===== config.mk =====
export PLATFORM = sky130hd
export DESIGN_NAME = ecf_div
export DESIGN_NICKNAME = d
export VERILOG_FILES = /design/src/rtl/euler_convective_flux_core_macros.svh /design/src/rtl/ecf_div.sv
export SDC_FILE = /design/constraint.sdc
export NUM_CORES = 2
export LEC_CHECK = 0
export BUFFER_PORTS_ARGS = -buffer_cell sky130_fd_sc_hd__clkbuf_2
export CAP_MARGIN = 20
export CORE_ASPECT_RATIO = 0.9
export CORE_MARGIN = 5
export CORE_UTILIZATION = 55
export DETAILED_ROUTE_END_ITERATION = 10
export PLACE_DENSITY = 0.74
export SLEW_MARGIN = 5
export SYNTH_ARGS = -nofsm -noshare
export SYNTH_HDL_FRONTEND = slang
export SYNTH_SLANG_ARGS = --single-unit

===== constraint.sdc =====
create_clock -name clk -period 12.1 [get_ports clk]
set_input_delay 2.42 -clock clk [delete_from_list [all_inputs] [get_ports clk]]
set_output_delay 2.42 -clock clk [all_outputs]
set_load 0.02 [all_outputs]

===== src/rtl/euler_convective_flux_core_macros.svh =====
// Assertion macros for the Euler convective flux core.
// Included by the RTL files that carry concurrent checks; no other dependencies.
`ifndef EULER_CONVECTIVE_FLUX_CORE_MACROS_SVH
`define EULER_CONVECTIVE_FLUX_CORE_MACROS_SVH
`ifndef SYNTHESIS
// Same-cycle implication, disabled while reset is asserted
`define ECF_ASSERT_IMP(label, clk, rst_n, ante, cons) \
    label: assert property (@(posedge clk) disable iff (!rst_n) (ante) |-> (cons)) \
        else $error("ecf assertion failed");
// Next-cycle implication, disabled while reset is asserted
`define ECF_ASSERT_NXT(label, clk, rst_n, ante, cons) \
    label: assert property (@(posedge clk) disable iff (!rst_n) (ante) |=> (cons)) \
        else $error("ecf assertion failed");
`else
`define ECF_ASSERT_IMP(label, clk, rst_n, ante, cons)
`define ECF_ASSERT_NXT(label, clk, rst_n, ante, cons)
`endif
`endif


===== src/rtl/ecf_div.sv =====
// Pipelined fixed-point divider: (a * 2^FRAC_BITS) / b, truncated, saturated.
// One quotient bit per stage; standalone, no package dependencies.
module ecf_div #(
    parameter int DATA_WIDTH = 32,
    parameter int FRAC_BITS  = 20
) (
    input  logic                         clk,
    input  logic                         en,
    input  logic signed [DATA_WIDTH-1:0] dividend,
    input  logic signed [DATA_WIDTH-1:0] divisor,
    output logic signed [DATA_WIDTH-1:0] quotient
);

    localparam int W  = DATA_WIDTH;
    localparam int F  = FRAC_BITS;
    localparam int NW = W + F;
    localparam logic signed [W-1:0] VMAX = {1'b0, {(W-1){1'b1}}};
    localparam logic signed [W-1:0] VMIN = {1'b1, {(W-1){1'b0}}};

    typedef struct packed {
        logic ovf;
        logic zdiv;
        logic a_neg;
        logic q_neg;
    } dflag_t;

    logic [W-1:0]  rem_reg  [W+1];
    logic [W-1:0]  lowq_reg [W+1];
    logic [W-1:0]  b_reg    [W+1];
    dflag_t        flag_reg [W+1];
    logic signed [W-1:0] res_reg;

    logic [W-1:0]  a_mag;
    logic [W-1:0]  b_mag;
    logic [NW-1:0] num;
    dflag_t        flag_next;

    // Magnitudes, sign of the result and overflow test
    always_comb
    begin
        a_mag = dividend[W-1] ? (~dividend + 1'b1) : dividend;
        b_mag = divisor[W-1] ? (~divisor + 1'b1) : divisor;
        num   = {a_mag, {F{1'b0}}};
        flag_next.ovf   = ({{W{1'b0}}, num} >= {{F{1'b0}}, b_mag, {W{1'b0}}});
        flag_next.zdiv  = (divisor == '0);
        flag_next.a_neg = dividend[W-1];
        flag_next.q_neg = dividend[W-1] ^ divisor[W-1];
    end

    always_ff @(posedge clk)
    begin
        if (en)
        begin
            rem_reg[0]  <= W'(num[NW-1:W]);
            lowq_reg[0] <= num[W-1:0];
            b_reg[0]    <= b_mag;
            flag_reg[0] <= flag_next;
        end
    end

    // Restoring steps, one quotient bit each
    for (genvar k = 1; k <= W; k++)
    begin : g_step
        logic [W:0] shifted;
        logic [W:0] diff;
        logic       ge;

        always_comb
        begin
            shifted = {rem_reg[k-1], lowq_reg[k-1][W-1]};
            diff    = shifted - {1'b0, b_reg[k-1]};
            ge      = (shifted >= {1'b0, b_reg[k-1]});
        end

        always_ff @(posedge clk)
        begin
            if (en)
            begin
                rem_reg[k]  <= ge ? diff[W-1:0] : shifted[W-1:0];
                lowq_reg[k] <= {lowq_reg[k-1][W-2:0], ge};
                b_reg[k]    <= b_reg[k-1];
                flag_reg[k] <= flag_reg[k-1];
            end
        end
    end

    // Apply sign and saturation
    always_ff @(posedge clk)
    begin
        if (en)
        begin
            priority if (flag_reg[W].zdiv)
                res_reg <= flag_reg[W].a_neg ? VMIN : VMAX;
            else if (flag_reg[W].ovf)
                res_reg <= flag_reg[W].q_neg ? VMIN : VMAX;
            else if (!flag_reg[W].q_neg)
                res_reg <= lowq_reg[W][W-1] ? VMAX : signed'(lowq_reg[W]);
            else if (lowq_reg[W] > {1'b1, {(W-1){1'b0}}})
                res_reg <= VMIN;
            else
                res_reg <= signed'(~lowq_reg[W] + 1'b1);
        end
    end

    assign quotient = res_reg;

endmodule


==> summary.txt <==
Routing
  • Via count: 101,000
  • Routed Wire Length: 335,000 um
  • Via/cell ratio: ~5.8
  • Post-detailed-route DRC marker count: 0
  • Residual antenna-violating net count after detailed routing: 0
  • Starting DRT DRC Count: 10,100
  • DRT Pass-1 Iters: 8
  • Per-cell routed wire length: 19.3 um

Yosys
  • Syn nets: 14,400
  • Yosys warning total: 0
  • Post-Syn Area: 0.152 sq mm
  • Share of async-settable or async-resettable flops after synthesis: 0
  • Distinct cells, synth: 103
  • Most instantiated flip-flop cell in the synthesis netlist: edfxtp_1
  • Count of flip-flops with a built-in enable after synthesis: 2,806
  • Fraction of the yosys area taken by sequential cells: 0.555
  • Synthesized area divided by synthesized cell count: 11.4 sq um
  • Number of instances in the synthesized netlist: 13,300
  • Synth Register Bits: 2,806

Layout
  • Net total in the final layout: ~15,000
  • Post-layout utilization of the core: 0.602
  • Number of filler cells placed in the layout: 21,800
  • Layout overhead on the synthesized area: 9.30%
  • Fraction of final layout cells with drive strength greater than 1: 0.0722
  • Number of flip-flops under the largest register name: 1,024

Floorplan
  • Die outline height: 508 um
  • Area of the die: between 0.2 and 0.3 sq mm
  • FP Rows: approximately 180
  • Ports placed on the boundary: approximately 100
  • Starting Density: 0.551
  • Floorplan core area: 0.275 sq mm
  • Die X: 564 um

Min path
  • Hold Path Class: reg2reg

Setup path
  • Startpoint Class: primary input
  • WP data required: 12.82 ns
  • Setup Crit Path Kind: in2reg
  • Critical path fanouts, max: 5
  • Critical Path Sink Type: flip-flop
  • CP arrival: 7.06 ns
  • Internal reg-to-reg setup slack: 7.39 ns

Job
  • Max capacitance violation total: 0

Timing
  • Peak clock frequency supported by timing: 0.158 GHz
  • Slew Limit Headroom: 0.192
  • Total count of hold-check failures in the final report: 0
  • Post-layout minimum cycle time: 6.34 ns
  • Sum of negative setup slack: 0 ns
  • Setup repair after global routing missed its margin: no
  • Setup violation total in the final timing report: 0
  • Final setup skew: 0.0487 ns
  • Actual slew at the worst max-slew pin: approximately 1.2 ns
  • Hold slack final: 0.390 ns
  • Fraction of the cycle the final worst path needs: 0.524
  • Final max-slew violation count: 0

Clocking
  • Clock-pin slew on the worst setup and hold paths: around 0.060 ns
  • Worst-case clock buffer depth: 4
  • Number of clock buffers inserted by TritonCTS: between 200 and 300
  • Number of buffers inserted by post-CTS setup repair: 0
  • TritonCTS clock tree: yes
  • Number of H-tree branching levels: 5
  • Number of sinks on the clock net: 2,806
  • Cts hold-fix bufs: 0
  • CTS-repair resized insts: 0
  • Buffer type at the clock tree root: clkbuf_16
  • Clock insertion delay at the later pin of the skew report: ~0.87 ns

Place
  • Placed wire-length estimate: 247,000 um
  • Final weighted congestion of routability-driven global placement: between 0.9 and 1
  • I/O Buffers: 97

GRT
  • First-pass GRT wire length: 524,000 um
  • Antenna violations before repair: 5
  • Gr ovfl total: 0
  • Number of global-route vias before repair: 93,500
  • Maximum number of pins on one net before global-route repair: 209
  • Combined global-route utilization of all metal layers: 0.229

Power and ir drop
  • Worst IR Drop VDD: 167 uV
  • Power per cell area: about 260 mW/mm^2
  • Leakage power: 66.7 nW

Status
  • Run status: finished, final reports clean
-- metal layers --
metal | global-route usage | routed length, um | vias up
met2 | 0.364 | 153000 | 2983
li1 | - | - | 49000
met1 | 0.330 | 151000 | 48000
met4 | 0.0673 | 10400 | 2
met5 | 0 | 13 | -
met3 | 0.0298 | 20100 | 570
-- cell usage after synthesis, types with 59 or more instances --
cell type | instances | area (sq um)
o21a_1 | 121 | 908
o21ai_0 | 852 | 4260
nand2b_1 | 125 | 782
a21oi_1 | 1168 | 5850
a21o_1 | 510 | 3830
xor2_1 | 364 | 3190
nand2_1 | 889 | 3340
and3_1 | 94 | 588
nor2b_1 | 143 | 895
clkbuf_1 | 238 | 893
nand3_1 | 179 | 896
nand4_1 | 158 | 988
buf_2 | 67 | 335
or3_1 | 61 | 382
edfxtp_1 | 2806 | 84300
nor2_1 | 905 | 3400
a31oi_1 | 119 | 744
ha_1 | 1035 | 12900
mux2_2 | 272 | 3060
a211oi_1 | 66 | 495
nor3_1 | 175 | 876
o31ai_1 | 115 | 863
o211ai_1 | 59 | 443
inv_1 | 1312 | 4920
xnor2_1 | 517 | 4530
o21bai_1 | 120 | 901
-- logic make-up after synthesis --
group,synth area share
compound gates,0.148
buf+inv,0.0415
simple gates,0.0930
mux,0.0221
xor+xnor,0.0509
flops,0.555
fa+ha+maj,0.0894
-- cell type report --
| cell class | instances | area [sq um] | share of cell area |
|---|---|---|---|
| sequential | 2806 | 84300 | 0.508 |
| multi-input combinational | 8829 | 61300 | 0.370 |
| clock inverter | 173 | 1950 | 0.0118 |
| inverter | 1315 | 4940 | 0.0298 |
| antenna | 3 | 7.51 | 0.0000453 |
| tap | 3700 | 4630 | 0.0279 |
| clock buffer | 345 | 7590 | 0.0458 |
| timing repair buffer | 160 | 1120 | 0.00675 |
-- cell usage in the layout (no fill, tap or decap), types with 35 or more instances in the layout --
cell          n
a211oi_1     66
a21boi_0     37
a21o_1      510
a21oi_1    1167
a31oi_1     118
and2_1       55
and3_1       94
buf_4        51
bufinv_16    35
clkbuf_1     49
clkbuf_16   296
clkbuf_2     96
clkinv_1     42
clkinv_2     36
edfxtp_1   2806
ha_1       1035
inv_1      1312
mux2_2      272
nand2_1     889
nand2b_1    125
nand3_1     179
nand4_1     158
nor2_1      905
nor2b_1     143
nor3_1      175
nor4_1       45
o211ai_1     59
o21a_1      121
o21ai_0     852
o21bai_1    120
o31a_1       38
o31ai_1     115
or3_1        61
xnor2_1     517
xor2_1      364
-- through the flow --
stage / total power, W / cells / worst slack, ns / instance area, sq um
3_5_place_dp: 0.0341 / 16800 / 4.89 / 156000
3_3_place_gp: 0.0339 / 16800 / 4.79 / 156000
5_1_grt: 0.0462 / 17300 / 5.41 / 166000
2_1_floorplan: 0.0293 / 13300 / 5.94 / 152000
4_1_cts: 0.0433 / 17300 / 5.76 / 166000
6_report: 0.0434 / 17300 / 5.76 / 166000
-- worst max-delay path: stages --
cell and delay, ns:
clkbuf_2 0.10, or4_1 0.60, nor4_1 0.32, nand2b_1 0.15, or4_1 0.55, or4_1 0.55
o31ai_1 0.33, xnor2_1 0.14, ha_1 0.31, nand4_1 0.14, nor3_1 0.36, nand4_1 0.13
nor4_1 0.52, nor3_1 0.16, and4bb_1 0.29
-- report_power, final --
| group | leakage (nW) | switching [W] | internal (W) |
|---|---|---|---|
| Combinational | 34.7 | 0.0108 | 0.00791 |
| Clock | 4.60 | 0.00375 | 0.00527 |
| Sequential | 27.4 | 0.00154 | 0.0140 |
| Total | 66.7 | 0.0161 | 0.0272 |
-- worst paths after layout --
| path | start | end | cells past startpoint |
|---|---|---|---|
| worst max-delay path | dividend[11] | flag_reg[0][3] | 15 |
| worst min-delay path | lowq_reg[0][360] | lowq_reg[0][393] | 0 |
| worst max register to register | b_reg[0][225] | rem_reg[0][260] | 11 |
| worst min register to register | lowq_reg[0][360] | lowq_reg[0][393] | 0 |
Power figures use the tool's default switching activity.
